--- src/hdl/ltfc_pkg.sv ---
package ltfc_pkg;

  // Sample width and derived arithmetic widths
  localparam int ADC_BITS    = 12;
  localparam int DIVISOR     = 429;
  localparam int PROD_BITS   = ADC_BITS + 4;             // raw * 16
  localparam int Q_BITS      = PROD_BITS - 8;            // quotient, divisor > 256
  localparam int DEG_BITS    = ((Q_BITS > 7) ? Q_BITS : 7) + 1;
  localparam int FAN_BITS    = DEG_BITS + 4;

  // Reciprocal for the divide by 429, exact for all products below 2**PROD_BITS
  localparam int RECIP_SHIFT = PROD_BITS + 9;
  localparam int RECIP       = ((2 ** RECIP_SHIFT) + DIVISOR - 1) / DIVISOR;
  localparam int RECIP_BITS  = RECIP_SHIFT - 8;
  localparam int MUL_BITS    = ADC_BITS + RECIP_BITS;

  // Stream widths
  localparam int IN_W        = ((3 * ADC_BITS + 7) / 8) * 8;
  localparam int OUT_BITS    = 58;
  localparam int OUT_W       = ((OUT_BITS + 7) / 8) * 8;

  // Temperature and fan constants
  localparam logic signed [DEG_BITS-1:0] DEG_OFFSET = DEG_BITS'(94);
  localparam logic signed [DEG_BITS-1:0] HOT_DEG    = DEG_BITS'(80);
  localparam logic signed [FAN_BITS-1:0] FAN_OFFSET = FAN_BITS'(305);
  localparam logic signed [FAN_BITS-1:0] FAN_STEP   = FAN_BITS'(3);
  localparam logic signed [FAN_BITS-1:0] FAN_MAX    = FAN_BITS'(255);

  // LED level constants
  localparam logic [7:0] THROTTLE  = 8'd25;
  localparam logic [7:0] RED_CAP   = 8'd238;
  localparam logic [7:0] WHITE_CAP = 8'd242;
  localparam logic [7:0] BLUE_CAP  = 8'd242;
  localparam logic [7:0] FULL      = 8'd255;

  // Configuration register indexes
  typedef enum logic [1:0] {
    CFG_RED   = 2'd0,
    CFG_WHITE = 2'd1,
    CFG_BLUE  = 2'd2
  } cfg_idx_t;

  // Result of one LED channel update
  typedef struct packed {
    logic       fault;
    logic [7:0] level;
  } led_res_t;

endpackage

--- src/hdl/ltfc_deg.sv ---
module ltfc_deg (
  input  logic [ltfc_pkg::ADC_BITS-1:0]        raw,
  output logic signed [ltfc_pkg::DEG_BITS-1:0] deg
);

  logic [ltfc_pkg::MUL_BITS-1:0] prod;
  logic [ltfc_pkg::Q_BITS-1:0]   quot;

  // (raw*16)/429 as a reciprocal multiply; the *16 folds into the shift
  assign prod = ltfc_pkg::MUL_BITS'(raw) *
                ltfc_pkg::MUL_BITS'(ltfc_pkg::RECIP);
  assign quot = prod[ltfc_pkg::MUL_BITS-1 -: ltfc_pkg::Q_BITS];

  assign deg = ltfc_pkg::DEG_OFFSET - signed'(ltfc_pkg::DEG_BITS'(quot));

endmodule

--- src/hdl/ltfc_led.sv ---
module ltfc_led (
  input  logic                                 clk,
  input  logic                                 rst,
  input  logic                                 update,
  input  logic signed [ltfc_pkg::DEG_BITS-1:0] deg,
  input  logic [7:0]                           target,
  input  logic [7:0]                           cap,
  output ltfc_pkg::led_res_t                   res
);

  logic [7:0] level;
  logic [7:0] lvl_raw;
  logic       hot;

  assign hot = deg > ltfc_pkg::HOT_DEG;

  // Throttle while hot, fault if there is no room to throttle
  always_comb begin
    res.fault = 1'b0;
    lvl_raw   = target;
    if (hot) begin
      if (level < ltfc_pkg::THROTTLE) begin
        res.fault = 1'b1;
        lvl_raw   = level;
      end else begin
        lvl_raw = level - ltfc_pkg::THROTTLE;
      end
    end
    res.level = (lvl_raw > cap) ? cap : lvl_raw;
  end

  // Channel level state
  always_ff @(posedge clk) begin
    if (rst) begin
      level <= 8'd0;
    end else if (update) begin
      level <= res.level;
    end
  end

endmodule

--- src/hdl/led_thermal_fan_controller.sv ---
// LED thermal fan controller.
// Input stream s_*: one beat per control tick carrying the three raw sensor
// samples. Output stream m_*: one beat per tick with the fault flag, driver
// enable, the three LED PWM compares, the fan PWM compare and the three
// converted temperatures.
// Config port: cfg_wr_en with cfg_index 0/1/2 writes the red/white/blue
// target level; other indexes are ignored. Write only while idle.
// Path: an accepted beat waits in the input register and moves on to the
// output register and m_* once that is free. Throughput: one tick per cycle
// while m_tready is high; fan and LED levels update in the cycle that moves
// a tick to the output register, via one reciprocal multiplier per sensor.
// Stall: while m_tready is low the result holds and one more tick may wait
// in the input register; s_tready drops only when both are full.
// Reset: levels go to 0, LED compares to 255, fan compare to 0, the driver
// is enabled and both registers are emptied.
module led_thermal_fan_controller (
  input  logic                       clk,
  input  logic                       rst,
  input  logic                       s_tvalid,
  output logic                       s_tready,
  // s_tdata: red_raw, white_raw, blue_raw, zero fill
  input  logic [ltfc_pkg::IN_W-1:0]  s_tdata,
  output logic                       m_tvalid,
  input  logic                       m_tready,
  // m_tdata: over_temp_fault, driver_enable, red_compare, white_compare,
  //   blue_compare, fan_compare, red_degrees, white_degrees, blue_degrees
  output logic [ltfc_pkg::OUT_W-1:0] m_tdata,
  input  logic                       cfg_wr_en,
  input  logic [1:0]                 cfg_index,
  input  logic [7:0]                 cfg_data
);

  localparam int AB = ltfc_pkg::ADC_BITS;
  localparam int DB = ltfc_pkg::DEG_BITS;
  localparam int FB = ltfc_pkg::FAN_BITS;

  logic [7:0] red_target, white_target, blue_target;

  logic          in_valid;
  logic [AB-1:0] red_raw, white_raw, blue_raw;
  logic          adv;

  logic signed [DB-1:0] red_deg, white_deg, blue_deg, max_deg;
  logic signed [FB-1:0] want, fan_cur, diff, fan_step;
  logic [7:0]           fan_level, fan_level_next;

  ltfc_pkg::led_res_t red_res, white_res, blue_res;
  logic               fault;

  logic       fault_q, driver_on;
  logic [7:0] red_cmp_hold, white_cmp_hold, blue_cmp_hold, fan_cmp_hold;
  logic [7:0] red_deg_q, white_deg_q, blue_deg_q;

  // Configuration registers
  always_ff @(posedge clk) begin
    if (rst) begin
      red_target   <= 8'd0;
      white_target <= 8'd0;
      blue_target  <= 8'd0;
    end else if (cfg_wr_en) begin
      case (cfg_index)
        ltfc_pkg::CFG_RED:   red_target   <= cfg_data;
        ltfc_pkg::CFG_WHITE: white_target <= cfg_data;
        ltfc_pkg::CFG_BLUE:  blue_target  <= cfg_data;
        default: ;
      endcase
    end
  end

  // Handshake: the tick moves forward when the output register is free
  assign adv      = in_valid && (!m_tvalid || m_tready);
  assign s_tready = !in_valid || adv;

  // Input register
  always_ff @(posedge clk) begin
    if (rst) begin
      in_valid <= 1'b0;
    end else if (s_tvalid && s_tready) begin
      in_valid <= 1'b1;
    end else if (adv) begin
      in_valid <= 1'b0;
    end
  end

  always_ff @(posedge clk) begin
    if (s_tvalid && s_tready) begin
      red_raw   <= s_tdata[AB-1:0];
      white_raw <= s_tdata[2*AB-1:AB];
      blue_raw  <= s_tdata[3*AB-1:2*AB];
    end
  end

  // Temperature conversion
  ltfc_deg u_deg_red   (.raw(red_raw),   .deg(red_deg));
  ltfc_deg u_deg_white (.raw(white_raw), .deg(white_deg));
  ltfc_deg u_deg_blue  (.raw(blue_raw),  .deg(blue_deg));

  // Hottest sensor
  always_comb begin
    max_deg = red_deg;
    if (white_deg > max_deg) max_deg = white_deg;
    if (blue_deg > max_deg)  max_deg = blue_deg;
  end

  // Fan: slew toward max*8-305 by at most 3, then clamp to 0..255
  assign want    = (FB'(max_deg) <<< 3) - ltfc_pkg::FAN_OFFSET;
  assign fan_cur = signed'(FB'(fan_level));
  assign diff    = want - fan_cur;

  always_comb begin
    if (diff > ltfc_pkg::FAN_STEP) begin
      fan_step = fan_cur + ltfc_pkg::FAN_STEP;
    end else if (diff < -ltfc_pkg::FAN_STEP) begin
      fan_step = fan_cur - ltfc_pkg::FAN_STEP;
    end else begin
      fan_step = want;
    end
    if (fan_step < 0) begin
      fan_level_next = 8'd0;
    end else if (fan_step > ltfc_pkg::FAN_MAX) begin
      fan_level_next = 8'hFF;
    end else begin
      fan_level_next = fan_step[7:0];
    end
  end

  always_ff @(posedge clk) begin
    if (rst) begin
      fan_level <= 8'd0;
    end else if (adv) begin
      fan_level <= fan_level_next;
    end
  end

  // LED channels
  ltfc_led u_led_red (
    .clk(clk), .rst(rst), .update(adv), .deg(red_deg),
    .target(red_target), .cap(ltfc_pkg::RED_CAP), .res(red_res)
  );
  ltfc_led u_led_white (
    .clk(clk), .rst(rst), .update(adv), .deg(white_deg),
    .target(white_target), .cap(ltfc_pkg::WHITE_CAP), .res(white_res)
  );
  ltfc_led u_led_blue (
    .clk(clk), .rst(rst), .update(adv), .deg(blue_deg),
    .target(blue_target), .cap(ltfc_pkg::BLUE_CAP), .res(blue_res)
  );

  assign fault = red_res.fault | white_res.fault | blue_res.fault;

  // Output register and compare holds
  always_ff @(posedge clk) begin
    if (rst) begin
      m_tvalid       <= 1'b0;
      fault_q        <= 1'b0;
      driver_on      <= 1'b1;
      red_cmp_hold   <= ltfc_pkg::FULL;
      white_cmp_hold <= ltfc_pkg::FULL;
      blue_cmp_hold  <= ltfc_pkg::FULL;
      fan_cmp_hold   <= 8'd0;
    end else if (adv) begin
      m_tvalid  <= 1'b1;
      fault_q   <= fault;
      driver_on <= !fault;
      if (fault) begin
        fan_cmp_hold <= ltfc_pkg::FULL;
      end else begin
        red_cmp_hold   <= ltfc_pkg::FULL - red_res.level;
        white_cmp_hold <= ltfc_pkg::FULL - white_res.level;
        blue_cmp_hold  <= ltfc_pkg::FULL - blue_res.level;
        fan_cmp_hold   <= fan_level_next;
      end
    end else if (m_tready) begin
      m_tvalid <= 1'b0;
    end
  end

  always_ff @(posedge clk) begin
    if (adv) begin
      red_deg_q   <= red_deg[7:0];
      white_deg_q <= white_deg[7:0];
      blue_deg_q  <= blue_deg[7:0];
    end
  end

  assign m_tdata = {(ltfc_pkg::OUT_W - ltfc_pkg::OUT_BITS)'(0),
                    blue_deg_q, white_deg_q, red_deg_q, fan_cmp_hold,
                    blue_cmp_hold, white_cmp_hold, red_cmp_hold,
                    driver_on, fault_q};

endmodule

--- config.mk ---
export PLATFORM = sky130hd
export DESIGN_NAME = led_thermal_fan_controller
export DESIGN_NICKNAME = d
export VERILOG_FILES = /design/src/hdl/ltfc_pkg.sv /design/src/hdl/ltfc_deg.sv /design/src/hdl/ltfc_led.sv /design/src/hdl/led_thermal_fan_controller.sv
export SDC_FILE = /design/constraint.sdc
export NUM_CORES = 1
export LEC_CHECK = 0
export CORE_UTILIZATION = 31
export CTS_CLUSTER_DIAMETER = 200
export DETAILED_ROUTE_END_ITERATION = 10
export DONT_BUFFER_PORTS = 1
export HOLD_SLACK_MARGIN = 0.03
export SYNTH_ARGS = -nofsm -noshare
export SYNTH_HDL_FRONTEND = slang
export SYNTH_SLANG_ARGS = --single-unit
--- constraint.sdc ---
create_clock -name clk -period 13.3 [get_ports clk]
set_input_delay 1.33 -clock clk [delete_from_list [all_inputs] [get_ports clk]]
set_output_delay 1.33 -clock clk [all_outputs]
set_load 0.005 [all_outputs]
## Yosys cells after proc, flatten, opt, wreduce, memory -nomap -nowiden

Index checks and enable logic that the tools add are counted.

- Order comparisons: 15
- Add/sub/neg operators: 13
- Reductions and logical operators: 14
- Multiply operators: 3
- Muxes and demuxes: 26
- Bitwise operators: 3
- Equal/unequal tests: 2

Operators by type and width:

| operator | number |
|---|---|
| 8-bit 2-to-1 mux | 12 |
| 12-bit by 14-bit multiplier with 26-bit output (second input constant) | 3 |
| 9-bit by 8-bit > comparator with 1-bit output (second input constant) | 3 |
| 7-bit by 8-bit subtractor with 9-bit output (first input constant) | 3 |
| 13-bit 2-to-1 mux | 2 |
| 8-bit > comparator (second input constant) | 3 |
| 8-bit by 5-bit less-than comparator with 1-bit output (second input constant) | 3 |
| 8-bit by 5-bit subtractor with 8-bit output (second input constant) | 3 |
| 8-bit subtractor (first input constant) | 3 |
| 9-bit > comparator | 2 |
| 9-bit 2-to-1 mux | 2 |
| 13-bit by 3-bit > comparator with 1-bit output (second input constant) | 1 |
| 13-bit by 9-bit > comparator with 1-bit output (second input constant) | 1 |
| 13-bit by 1-bit less-than comparator with 1-bit output (second input constant) | 1 |
| 13-bit by 3-bit less-than comparator with 1-bit output (second input constant) | 1 |
| 12-bit by 10-bit subtractor with 13-bit output (second input constant) | 1 |
| 13-bit by 9-bit subtractor with 13-bit output | 1 |
| 1-bit 2-to-1 mux | 10 |
| 8-bit by 2-bit adder with 9-bit output (second input constant) | 1 |
| 8-bit by 2-bit subtractor with 9-bit output (second input constant) | 1 |
| 2-bit AND reduction | 4 |
| 2-bit nonzero test | 2 |
| 1-bit zero test | 3 |
| 2-bit by 1-bit equality test with 1-bit output (second input constant) | 1 |
| other kinds (6) | 9 |

- Input bits: 55
- Logic and storage cells: 97
- Flip-flop bits (word level): 152
- Output and inout port bits: 66

## Depth between registers and ports, before layout

Gate-level depths: netlist of the first run.

- Depth in word-level cells: 15
- Depth in mapped cells: 62
- Depth with buffers taken out: 59

## Cells and area by module

Synthesis of the first run repeated with hierarchy kept, for this count alone.

- Cell total of the unflattened synthesis: 1,888
- Area, all modules: 17,231.5 sq um

Modules (own cells, without submodules):

| module | instances | area an instance (sq um) | cells each | seq. area each (sq um) |
|---|---|---|---|---|
| led_thermal_fan_controller | 1 | 6,523.8 | 633 | 3,163.0 |
| ltfc_led | 3 | 1,072.3 | 130 | 160.2 |
| ltfc_deg (u_deg_blue) | 1 | 2,539.9 | 302 | 0.0 |
| ltfc_deg (u_deg_red) | 1 | 2,537.4 | 283 | 0.0 |
| ltfc_deg (u_deg_white) | 1 | 2,413.6 | 280 | 0.0 |

## Worst setup path after synthesis of the first run

No wires, ideal clock.

- Path kind: reg2reg
- Start point: reg white_raw[10]
- End point: reg fan_cmp_hold[7]
- Path slack: 0.125 ns
- Clock period less this slack: 13.175 ns
- Library setup time: 0.125 ns
- Cell stages (with the launch flop): 57
- Data arrival time: 13.050 ns
- Path buffers: 2
- Required time: 13.175 ns
- Cell sequence: edfxtp_1 -> inv_1 -> ha_1 -> fa_1 -> fa_1 -> inv_1 -> fa_1 -> inv_1 -> fa_1 -> inv_1 -> ha_1 -> a21oi_1 -> o21ai_0 -> a311o_1 -> a2111oi_2 -> ha_1 -> nand3_1 -> xor2_1 -> (+21 left out) -> clkbuf_1 -> nand3_1 -> o21ai_0 -> ha_1 -> inv_1 -> nor4_2 -> or3_1 -> nand2_1 -> ha_1 -> a21oi_1 -> and2_0 -> xnor2_1 -> or4b_1 -> a311o_1 -> a31oi_4 -> mux2i_2 -> o221ai_1 -> o41a_1

- Longest elaborated chain between the ends: 15
- Elaborated cells on any way between the ends: 21
- Those cells by class: add/sub: 3; mul: 1; order compare: 7; mux: 8; bitwise: 2

RTL lines:

| what | RTL line | text |
|---|---|---|
| start: declaration | led_thermal_fan_controller.sv:40 | `logic [AB-1:0] red_raw, white_raw, blue_raw;` |
| start signal: assignment | led_thermal_fan_controller.sv:88 | `white_raw <= s_tdata[2*AB-1:AB];` |
| 12-bit by 14-bit multiplier with 26-bit output (*) | ltfc_deg.sv:10 | `assign prod = ltfc_pkg::MUL_BITS'(raw) *` |
| 7-bit by 8-bit subtractor with 9-bit output (*) | ltfc_deg.sv:14 | `assign deg = ltfc_pkg::DEG_OFFSET - signed'(ltfc_pkg::DEG_BITS'(quot));` |
| net u_deg_white.deg (one bit) | ltfc_deg.sv:3 | `output logic signed [ltfc_pkg::DEG_BITS-1:0] deg` |
| 9-bit > comparator | led_thermal_fan_controller.sv:101 | `if (white_deg > max_deg) max_deg = white_deg;` |
| 9-bit 2-to-1 mux | led_thermal_fan_controller.sv:101 |  |
| 9-bit > comparator | led_thermal_fan_controller.sv:102 | `if (blue_deg > max_deg) max_deg = blue_deg;` |
| 9-bit 2-to-1 mux | led_thermal_fan_controller.sv:102 |  |
| 12-bit by 10-bit subtractor with 13-bit output | led_thermal_fan_controller.sv:106 | `assign want = (FB'(max_deg) <<< 3) - ltfc_pkg::FAN_OFFSET;` |
| 13-bit by 9-bit subtractor with 13-bit output | led_thermal_fan_controller.sv:108 | `assign diff = want - fan_cur;` |
| 13-bit by 3-bit less-than comparator with 1-bit output | led_thermal_fan_controller.sv:113 | `end else if (diff < -ltfc_pkg::FAN_STEP) begin` |
| 13-bit 2-to-1 mux | led_thermal_fan_controller.sv:113 |  |
| 13-bit 2-to-1 mux | led_thermal_fan_controller.sv:111 | `if (diff > ltfc_pkg::FAN_STEP) begin` |
| 13-bit by 9-bit > comparator with 1-bit output | led_thermal_fan_controller.sv:120 | `end else if (fan_step > ltfc_pkg::FAN_MAX) begin` |
| 8-bit 2-to-1 mux | led_thermal_fan_controller.sv:120 |  |
| 8-bit 2-to-1 mux | led_thermal_fan_controller.sv:118 | `if (fan_step < 0) begin` |
| 8-bit 2-to-1 mux (*) | led_thermal_fan_controller.sv:165 | `if (fault) begin` |
| end signal: assignment | led_thermal_fan_controller.sv:166 | `fan_cmp_hold <= ltfc_pkg::FULL;` |
| end signal: assignment | led_thermal_fan_controller.sv:171 | `fan_cmp_hold <= fan_level_next;` |
| end: declaration | led_thermal_fan_controller.sv:51 | `logic [7:0] red_cmp_hold, white_cmp_hold, blue_cmp_hold, fan_cmp_hold;` |

Mark *: on every way through the listed nets, which the timed path passes. The rest lies on a longest branch.
A chain may end at the register's enable or synchronous reset.

## Worst setup path in the final report of the first run

- Start point: reg red_raw[7]
- End point: reg fan_cmp_hold[7]

- Longest elaborated chain between the ends: 15
- Elaborated cells on any way between the ends: 21
- Those cells by class: add/sub: 3; mul: 1; order compare: 7; mux: 8; bitwise: 2

RTL lines:

| what | RTL line | text |
|---|---|---|
| start: declaration | led_thermal_fan_controller.sv:40 |  |
| start signal: assignment | led_thermal_fan_controller.sv:87 | `red_raw <= s_tdata[AB-1:0];` |
| 12-bit by 14-bit multiplier with 26-bit output (*) | ltfc_deg.sv:10 |  |
| 7-bit by 8-bit subtractor with 9-bit output (*) | ltfc_deg.sv:14 |  |
| net red_deg[4] | led_thermal_fan_controller.sv:43 | `logic signed [DB-1:0] red_deg, white_deg, blue_deg, max_deg;` |
| 9-bit > comparator | led_thermal_fan_controller.sv:101 |  |
| 9-bit 2-to-1 mux | led_thermal_fan_controller.sv:101 |  |
| 9-bit > comparator | led_thermal_fan_controller.sv:102 |  |
| 9-bit 2-to-1 mux | led_thermal_fan_controller.sv:102 |  |
| 12-bit by 10-bit subtractor with 13-bit output | led_thermal_fan_controller.sv:106 |  |
| 13-bit by 9-bit subtractor with 13-bit output | led_thermal_fan_controller.sv:108 |  |
| 13-bit by 3-bit less-than comparator with 1-bit output | led_thermal_fan_controller.sv:113 |  |
| 13-bit 2-to-1 mux | led_thermal_fan_controller.sv:113 |  |
| 13-bit 2-to-1 mux | led_thermal_fan_controller.sv:111 |  |
| 13-bit by 9-bit > comparator with 1-bit output | led_thermal_fan_controller.sv:120 |  |
| 8-bit 2-to-1 mux | led_thermal_fan_controller.sv:120 |  |
| 8-bit 2-to-1 mux | led_thermal_fan_controller.sv:118 |  |
| 8-bit 2-to-1 mux (*) | led_thermal_fan_controller.sv:165 |  |

Marks and branches as above.

==> out/metrics.yaml, run 1 <==
sta:
  maxSlewViolCount: 0
  clock_skew_ns: 0.0246
  fin_tns_setup_ns: 0
  fmax_mhz: 79.2
  fin_crit_ns: 12.63
  holdWs_ns: 0.472
  hold_violations: 0
  max-slew-margin-rel: 0.219
  fin_crit_sh: 0.950
  finalSetupViolations: 0
  worst-slew-pin-transition_ns: 1.17
detailed_routing:
  viasPerCell: 5.21
  dr.pass1.iters: 5
  vias: 13000
  drc_errors: 0
  wirelength_mm: 41.0
  wl_per_cell_um: 16.4
  drt_iter0_markers: 688
  ant_nets: 0
clock_tree:
  clk_latency_ns: 0.48
  clk_path_buf_depth: 2
  clock_sinks: 152
  cts_buffers: 17
  cts_tree: "built"
  root_buffer: "clkbuf_16"
  h-tree-depth: 4
  path_clk_slew_ns: 0.07
global_route:
  antenna_found_initial: 0
  grt_pass1_wl_mm: 67.0
  overflow: 0
  track_usage: 0.159
  grt_start_max_net_pins: 69
  grt_pass1_vias: 13100
synth:
  yosysSeqAreaShare: 0.227
  ys.flop_type: "dfxtp_1"
  ys_types: 102
  synth_area_per_cell_um2: 8.90
  yosys_warnings: 0
  async_flop_share: 0
  synth_edf_count: 60
  synthCells: 1805
  synth_seq_cells: 152
  syn_area_um2: 16100
worst_setup_path:
  crit_type: "reg -> reg"
  cpMaxStageDelayCell: "fa_1"
  crit_path_start_kind: "flip-flop"
  worst_ep_arrival_time_ns: 12.98
  r2r_start: "red_raw[7]"
  crit_start: "red_raw[7]"
  critPathRequiredTime_ns: 13.65
  cp_top_family: "compound AO/OA/AOI/OAI gates"
  cp-end-kind: "flip-flop"
  timing.critical_path.depth: 58
  reg2reg_depth: 58
  max_stage_delay_ns: 0.53
  cp_max_fo: 11
  timing.critical_path.buf_inv: 8
min_path:
  holdCritStartpoint: "driver_on"
  hold_depth: 2
  hp-class: "reg -> reg"
final_layout:
  seq_area_um2: 3640
  num-fill-cells: 5232
  drive_gt1_frac: 0.0803
  reg_top3: "blue_raw x12, red_raw x12, white_raw x12"
  multi_input_area_um2: 11300
  layout_common_cells: "272 x inv_1, 262 x ha_1, 134 x nand2_1, 110 x nor2_1, 92 x dfxtp_1"
  layout_commonest_cell: "inv_1"
  area_growth_pct: 10.5
  fin_nets: 2202
  antenna_cells: 0
run:
  cap_violations: 0
floorplanning:
  io_pins: 121
  core_area_um2: 51200
  dieHeight_um: 230
  rows: 83
  initial_core_util: 0.314
  dieWidth_um: 230
  dieArea_um2: 52700
place:
  io_buffers: 0
  gp_congestion: 0.922
  dp_hpwl_mm: 33.0
outcome:
  status: "finished, final reports clean"
==> layout make-up <==
class | count | area share
multi-input cells | 1321 | 0.638
flip-flops and latches | 152 | 0.205
inverters | 274 | 0.0581
well taps | 680 | 0.0480
clock buffers | 18 | 0.0242
repair buffers | 40 | 0.0178
clock inverters | 14 | 0.00874
==> synth_stat cells, drive strengths merged (9+ instances only) <==
cell type | number | area share
mux2i | 52 | 0.033
and2 | 10 | 0.0039
nand3 | 51 | 0.016
clkbuf | 34 | 0.0079
nand2 | 136 | 0.032
a211o | 9 | 0.0049
o311ai | 11 | 0.0071
nor2 | 112 | 0.028
a31oi | 22 | 0.0095
a21oi | 95 | 0.030
nor3 | 38 | 0.012
a221oi | 13 | 0.0093
xor2 | 24 | 0.014
o31ai | 15 | 0.0073
inv | 274 | 0.064
a21o | 16 | 0.0075
or2 | 15 | 0.0060
o21ai | 65 | 0.020
a211oi | 21 | 0.0098
xnor2 | 37 | 0.021
and3 | 12 | 0.0047
o21a | 16 | 0.0075
nand2b | 10 | 0.0039
nand4 | 13 | 0.0051
ha | 266 | 0.21
nor4 | 14 | 0.0062
nor2b | 15 | 0.0058
buf | 29 | 0.010
edfxtp | 60 | 0.11
nor3b | 11 | 0.0051
dfxtp | 92 | 0.11
o211ai | 26 | 0.012
fa | 75 | 0.093
==> cell families after synthesis <==
group / after synthesis / synth area share
and+or+nand+nor: 464 / 0.141
AOI/OAI and AO/OA: 390 / 0.175
xor gates and xnor gates: 61 / 0.0356
muxes: 56 / 0.0362
DFF: 152 / 0.227
other: 1 / 0.000233
buffers and inverters: 337 / 0.0823
adders and majority gates: 344 / 0.303
==> worst paths after layout <==
check,slack [ns],end
hold reg to reg,0.47,driver_on
setup reg to reg,0.67,fan_cmp_hold[7]
hold / removal,0.47,driver_on
setup / recovery,0.67,fan_cmp_hold[7]
==> through the flow <==
| step | cells | instance area, um^2 | utilization | worst slack [ns] |
|---|---|---|---|---|
| CTS | 2496 | 17500 | 0.342 | 0.0168 |
| finish | 2499 | 17700 | 0.347 | 0.666 |
| floorplan | 1810 | 16100 | - | 0.125 |
| global route | 2499 | 17700 | 0.347 | -0.0474 |
| global placement | 2464 | 16900 | 0.331 | 0.132 |
| detailed placement | 2464 | 16900 | 0.331 | -0.0240 |
==> routing by layer <==
| metal | wire, um | vias to the layer above | track usage |
|---|---|---|---|
| met3 | 1650 | 45 | 0.0334 |
| met4 | 950 | 0 | 0.0583 |
| met5 | 0 | - | 0 |
| li1 | - | 6404 | - |
| met1 | 18700 | 6344 | 0.196 |
| met2 | 19600 | 227 | 0.271 |
==> worst register-to-register path: cells and delay by family, from the launching register on <==
kind / cells / cell delay, ns
xor gates and xnor gates: 3 / 0.78
adders and majority gates: 11 / 4.05
buffers and inverters: 8 / 0.81
DFF: 1 / 0.49
AOI/OAI and AO/OA: 23 / 4.26
and+or+nand+nor: 13 / 2.18
==> timing repair <==
action | in CTS | in global routing
hold buffers | 0 | 0
gates resized for setup | 2 | 34
setup endpoints to repair | 8 | 16
buffers inserted | 0 | 3
pin swaps | 0 | 3
Power of run 1 is not shown: default switching activity piles up to over one toggle a cycle in this logic, so the estimate is an artifact.
==> run 2, diff against run 1 <==
CORE_MARGIN = 3   (was not set)
CORE_UTILIZATION = 55   (was 31)
PLACE_DENSITY = 0.73   (was not set)
==> run 2 against run 1 <==
  * Worst hold slack improved by 0.0044 ns
  * Critical path depth fell by 3
  * Clock-buffer cell count is the same
  * Sequential share of layout area grew 0.31 points
  * Worst setup slack got worse by 0.011 ns
  * Final cell count down 12%
  * Non-clock buffer count rose by 11
  * Flip-flop and latch count is the same
  * Critical endpoint unchanged
==> out/metrics.yaml, run 2 (synthesis results as in run 1) <==
outcome:
  status: "finished, final reports clean"
global_route:
  track_usage: 0.247  # +0.0874
  overflow: 0  # unchanged
  grt_pass1_wl_mm: 62.9  # -6.1%
  grt_pass1_vias: 13000  # -0.98%
  grt_start_max_net_pins: 69  # unchanged
  antenna_found_initial: 0  # unchanged
min_path:
  hold_depth: 2  # unchanged
  min_delay_worst_endpoint: "driver_on"
  holdCritStartpoint: "driver_on"
  hp-class: "reg -> reg"
worst_setup_path:
  cp_max_fo: 10  # -1
  max_stage_delay_ns: 0.55  # +0.02 ns
  cp-end-kind: "flip-flop"
  crit_path_start_kind: "flip-flop"
  r2r_start: "red_raw[11]"
  worst_ep_arrival_time_ns: 12.99  # about the same
  cp_common_cell: "inv_1"
  critPathRequiredTime_ns: 13.64  # about the same
  reg2reg_depth: 55  # -5.2%
  reg2reg_slack_ns: 0.66  # about the same
  cpMaxStageDelayCell: "fa_1"
  reg2reg_to: "fan_cmp_hold[7]"
  crit_type: "reg -> reg"
place:
  placed_cell_area_um2: 16500  # -2.3%
  io_buffers: 0  # unchanged
  dp_hpwl_mm: 30.2  # -8.6%
  gp_congestion: 0.923  # about the same
sta:
  clock_skew_ns: 0.0180  # -0.00668 ns
  hold_violations: 0  # unchanged
  finalSetupViolations: 0  # unchanged
  fin_crit_sh: 0.951  # about the same
  max-slew-margin-rel: 0.296  # +0.0768
  maxSlewViolCount: 0  # unchanged
  fmax_mhz: 79.1  # about the same
  fin_crit_ns: 12.64  # +0.0107 ns
  worst-slew-pin-transition_ns: 1.05  # -0.120 ns
clock_tree:
  hold_buffers: 0  # unchanged
  clock_sinks: 152  # unchanged
  root_buffer: "clkbuf_16"
  path_clk_slew_ns: 0.08  # about the same
  cts_buffers: 17  # unchanged
  h-tree-depth: 4  # unchanged
  clk_latency_ns: 0.45  # -0.03 ns
  cts_tree: "built"
  clk_path_buf_depth: 2  # unchanged
detailed_routing:
  wl_met2_mm: 18.3  # -6.7%
  wl_met1_mm: 17.2  # -8.4%
  highest_layer: "met4"
  wirelength_mm: 38.5  # -6.0%
  drt_iter0_markers: 943  # +37%
  vias: 13100  # +0.32%
  dr.pass1.iters: 7  # +2
  dr_wl_met3_mm: 1.98  # +20%
  viasPerCell: 5.92  # +14%
  ant_nets: 0  # unchanged
  wl_per_cell_um: 17.4  # +6.4%
  drc_errors: 0  # unchanged
final_layout:
  antenna_cells: 0  # unchanged
  layout_commonest_cell: "inv_1"
  reg_top3: "blue_raw x12, red_raw x12, white_raw x12"
  final_area_um2: 17500  # -1.5%
  layout_common_cells: "272 x inv_1, 262 x ha_1, 133 x nand2_1, 110 x nor2_1, 92 x dfxtp_1"
  fin_nets: 2213  # +0.50%
  drive_gt1_frac: 0.0896  # +0.00935
  area_growth_pct: 8.81
floorplanning:
  dieArea_um2: 31300  # -41%
  io_pins: 121  # unchanged
  rows: 61  # -27%
  dieWidth_um: 177  # -23%
  initial_core_util: 0.567  # +0.253
  dieHeight_um: 177  # -23%
  core_area_um2: 28300  # -45%
run:
  cap_violations: 0  # unchanged
[run 2: changes by cell type in the layout (fill, tap and decap cells not counted), sizes merged]
cell      before  now
buf           40   51
bufinv         1    0
clkinv         4    6
clkinvlp       1    0
[run 2: cell type report]
cell class,instances,area [um^2]
flip-flops and latches,152,3640
inverters,274,1030
clock buffers,18,450
multi-input cells,1321,11300
clock inverters,14,168
well taps,378,473
fillers,2404,10800
repair buffers,51,383
[run 2: worst max path at each step]
stage,start,endpoint,slack [ns],depth (start not counted)
after global placement,white_raw[11],fan_cmp_hold[7],0.31,56
final,red_raw[11],fan_cmp_hold[7],0.66,55
after global routing,white_raw[10],fan_level[7],-0.09,58
after CTS,red_raw[11],fan_cmp_hold[3],0.02,59
after detailed placement,white_raw[11],fan_cmp_hold[7],0.1,56
after floorplan,white_raw[10],fan_cmp_hold[7],0.12,56
[run 2: repair_timing]
item	CTS	global route
setup buffers	0	15
setup endpoints to repair	0	16
gates resized for setup	0	39
hold endpoints to repair	0	0
[run 2: layer usage]
metal	vias up	track usage
met4	0	0.0828
met2	364	0.418
li1	6409	-
met1	6211	0.320
met3	78	0.0423
met5	-	0
[run 2: metrics by stage]
step / TNS (ns) / instances / setup slack, ns / hold slack, ns / utilization
after floorplan: 0 / 1810 / 0.125 / 0.423 / -
after global placement: 0 / 2161 / 0.312 / 0.457 / 0.584
after global routing: -0.203 / 2208 / -0.0866 / 0.509 / 0.617
after detailed placement: 0 / 2161 / 0.0965 / 0.467 / 0.584
after CTS: 0 / 2193 / 0.0187 / 0.477 / 0.606
final: 0 / 2208 / 0.655 / 0.476 / 0.617
[run 2: critical path, delay by kind of cell (launching register included)]
kind / cells / cell delay, ns
compound gates: 23 / 5.00
fa+ha+maj: 11 / 3.98
simple gates: 11 / 2.04
buf+inv: 8 / 0.78
flops: 1 / 0.48
xor+xnor: 2 / 0.25
Power of run 2 is left out for the same reason.
==> run 3, diff against run 2 <==
--- a/config.mk
+++ b/config.mk
@@ -11,6 +11,8 @@
 export DETAILED_ROUTE_END_ITERATION = 10
 export DONT_BUFFER_PORTS = 1
+export GPL_TIMING_DRIVEN = 1
 export HOLD_SLACK_MARGIN = 0.03
 export PLACE_DENSITY = 0.73
+export REMOVE_ABC_BUFFERS = 1
 export SYNTH_ARGS = -nofsm -noshare
 export SYNTH_HDL_FRONTEND = slang
==> constraint.sdc (replaced) <==
create_clock -name clk -period 13.3 [get_ports clk]
set_input_delay 1.33 -clock clk [delete_from_list [all_inputs] [get_ports clk]]
set_output_delay 1.33 -clock clk [all_outputs]
set_load 0.1 [all_outputs]
==> run 3 against run 2 <==
  * Final cell count down 0.18%
  * Register-to-register slack about the same
  * Sequential share of layout area up 0.13 points
  * First-iteration DRC count down 18%
  * Worst setup slack worse by 0.0035 ns
  * Critical path type unchanged
==> out/metrics.yaml, run 3 (synthesis results as in run 1) <==
outcome:
  status: "finished, final reports clean"
place:
  pre_cts_slack_ns: 0.00515  # -0.0914 ns
  gp_congestion: 0.919  # -0.39%
  io_buffers: 0  # unchanged
  dp_hpwl_mm: 29.8  # -1.2%
floorplanning:
  rows: 61  # unchanged
  initial_core_util: 0.567  # unchanged
  dieHeight_um: 177  # unchanged
  io_pins: 121  # unchanged
  dieWidth_um: 177  # unchanged
  dieArea_um2: 31300  # unchanged
  core_area_um2: 28300  # unchanged
detailed_routing:
  viasPerCell: 5.89  # -0.39%
  wirelength_mm: 37.7  # -2.3%
  drc_errors: 0  # unchanged
  vias: 13000  # -0.57%
  wl_per_cell_um: 17.1  # -2.1%
  dr.pass1.iters: 5  # -2
  drt_iter0_markers: 769  # -18%
  ant_nets: 0  # unchanged
run:
  cap_violations: 0  # unchanged
sta:
  max-slew-margin-rel: 0.229  # -0.0668
  hold_violations: 0  # unchanged
  fmax_mhz: 79.1  # about the same
  fin_crit_sh: 0.951  # about the same
  clock_skew_ns: 0.0152  # -0.00279 ns
  maxSlewViolCount: 0  # unchanged
  fin_crit_ns: 12.65  # +0.00350 ns
  finalSetupViolations: 0  # unchanged
  worst_slack_ns: 0.652  # -0.00350 ns
  worst-slew-pin-transition_ns: 1.15  # +0.101 ns
clock_tree:
  hold_buffers: 0  # unchanged
  clk_latency_ns: 0.44  # about the same
  root_buffer: "clkbuf_16"
  clk_path_buf_depth: 2  # unchanged
  cts_buffers: 17  # unchanged
  clock_sinks: 152  # unchanged
  h-tree-depth: 4  # unchanged
  cts_tree: "built"
  path_clk_slew_ns: 0.07  # about the same
final_layout:
  num-fill-cells: 2398  # -0.25%
  layout_commonest_cell: "inv_1"
  antenna_cells: 0  # unchanged
  final_util: 0.613  # -0.00389
  drive_gt1_frac: 0.0821  # -0.00747
  area_growth_pct: 8.13
  reg_top3: "blue_raw x12, red_raw x12, white_raw x12"
  layout_common_cells: "272 x inv_1, 263 x ha_1, 133 x nand2_1, 110 x nor2_1"
  fin_nets: 2209  # -0.18%
worst_setup_path:
  crit_path_start_kind: "flip-flop"
  max_stage_delay_ns: 0.56  # about the same
  cpMaxStageDelayCell: "fa_1"
  crit_type: "reg -> reg"
  cp_common_cell: "ha_1"
  cp_max_fo: 10  # unchanged
  critPathRequiredTime_ns: 13.62  # -0.02 ns
  cp-end-kind: "flip-flop"
  worst_ep_arrival_time_ns: 12.97  # -0.02 ns
global_route:
  top_usage_layer: "met2"
  grtUsageMet3: 0.0511  # +0.00879
  grt_pass1_wl_mm: 63.0  # about the same
  met2_usage: 0.410  # -0.00740
  grtUsageMet1: 0.316  # -0.00388
  grt_start_max_net_pins: 69  # unchanged
  track_usage: 0.244  # -0.00252
  overflow: 0  # unchanged
  antenna_found_initial: 0  # unchanged
  grt_pass1_vias: 13000  # -0.038%
min_path:
  hp-class: "reg -> reg"
[run 3: cell count changes in the layout (fill, tap and decap cells not counted), sizes merged]
cell	delta
inv	-1
buf	-4
clkinv	-2
clkbuf	+3
[run 3: layout make-up]
type / count / area, um^2 / share of cell area
Clock buffer: 21 / 493 / 0.0284
Clock inverter: 11 / 100 / 0.00576
Inverter: 274 / 1030 / 0.0594
Multi-Input combinational cell: 1321 / 11300 / 0.649
Sequential cell: 152 / 3640 / 0.210
Tap cell: 378 / 473 / 0.0272
Timing Repair Buffer: 47 / 357 / 0.0205
[run 3: through the flow]
step / std cells / TNS (ns) / instance area [um^2] / hold WS [ns]
final: 2204 / 0 / 17400 / 0.495
after CTS: 2192 / 0 / 17200 / 0.491
after global routing: 2204 / -0.0972 / 17400 / 0.510
after detailed placement: 2160 / 0 / 16500 / 0.481
after global placement: 2160 / 0 / 16500 / 0.469
after floorplan: 1747 / 0 / 15800 / 0.453
[run 3: path summary, 6_finish.rpt]
kind	depth (start not counted)	startpoint	end	slack, ns
setup reg to reg	57	white_raw[11]	fan_cmp_hold[7]	0.65
hold reg to reg	2	blue_target[5]	blue_target[5]	0.50
hold / removal	2	blue_target[5]	blue_target[5]	0.50
setup / recovery	57	white_raw[11]	fan_cmp_hold[7]	0.65
[run 3: layer usage]
layer  vias to the layer above  part of all wire
met2                       338              0.47
li1                       6411                 -
met3                        60             0.060
met5                         -                 0
met4                         0             0.028
met1                      6179              0.44
[run 3: critical path, delay by kind of cell (launching register included)]
family,cells,cell delay (ns)
AND/OR/NAND/NOR,15,2.64
flip-flops,1,0.41
buffers and inverters,6,0.54
adder cells (fa/ha/maj),12,4.25
AO/OA/AOI/OAI,22,4.43
XOR/XNOR,2,0.24
[run 3: timing repair]
| item | CTS | global route |
|---|---|---|
| buffers inserted | 0 | 12 |
| setup endpoints to repair | 2 | 16 |
| pin swaps | 0 | 7 |
| resized for setup | 4 | 28 |
| hold endpoints to repair | 0 | 0 |
Power of run 3 is left out for the same reason.
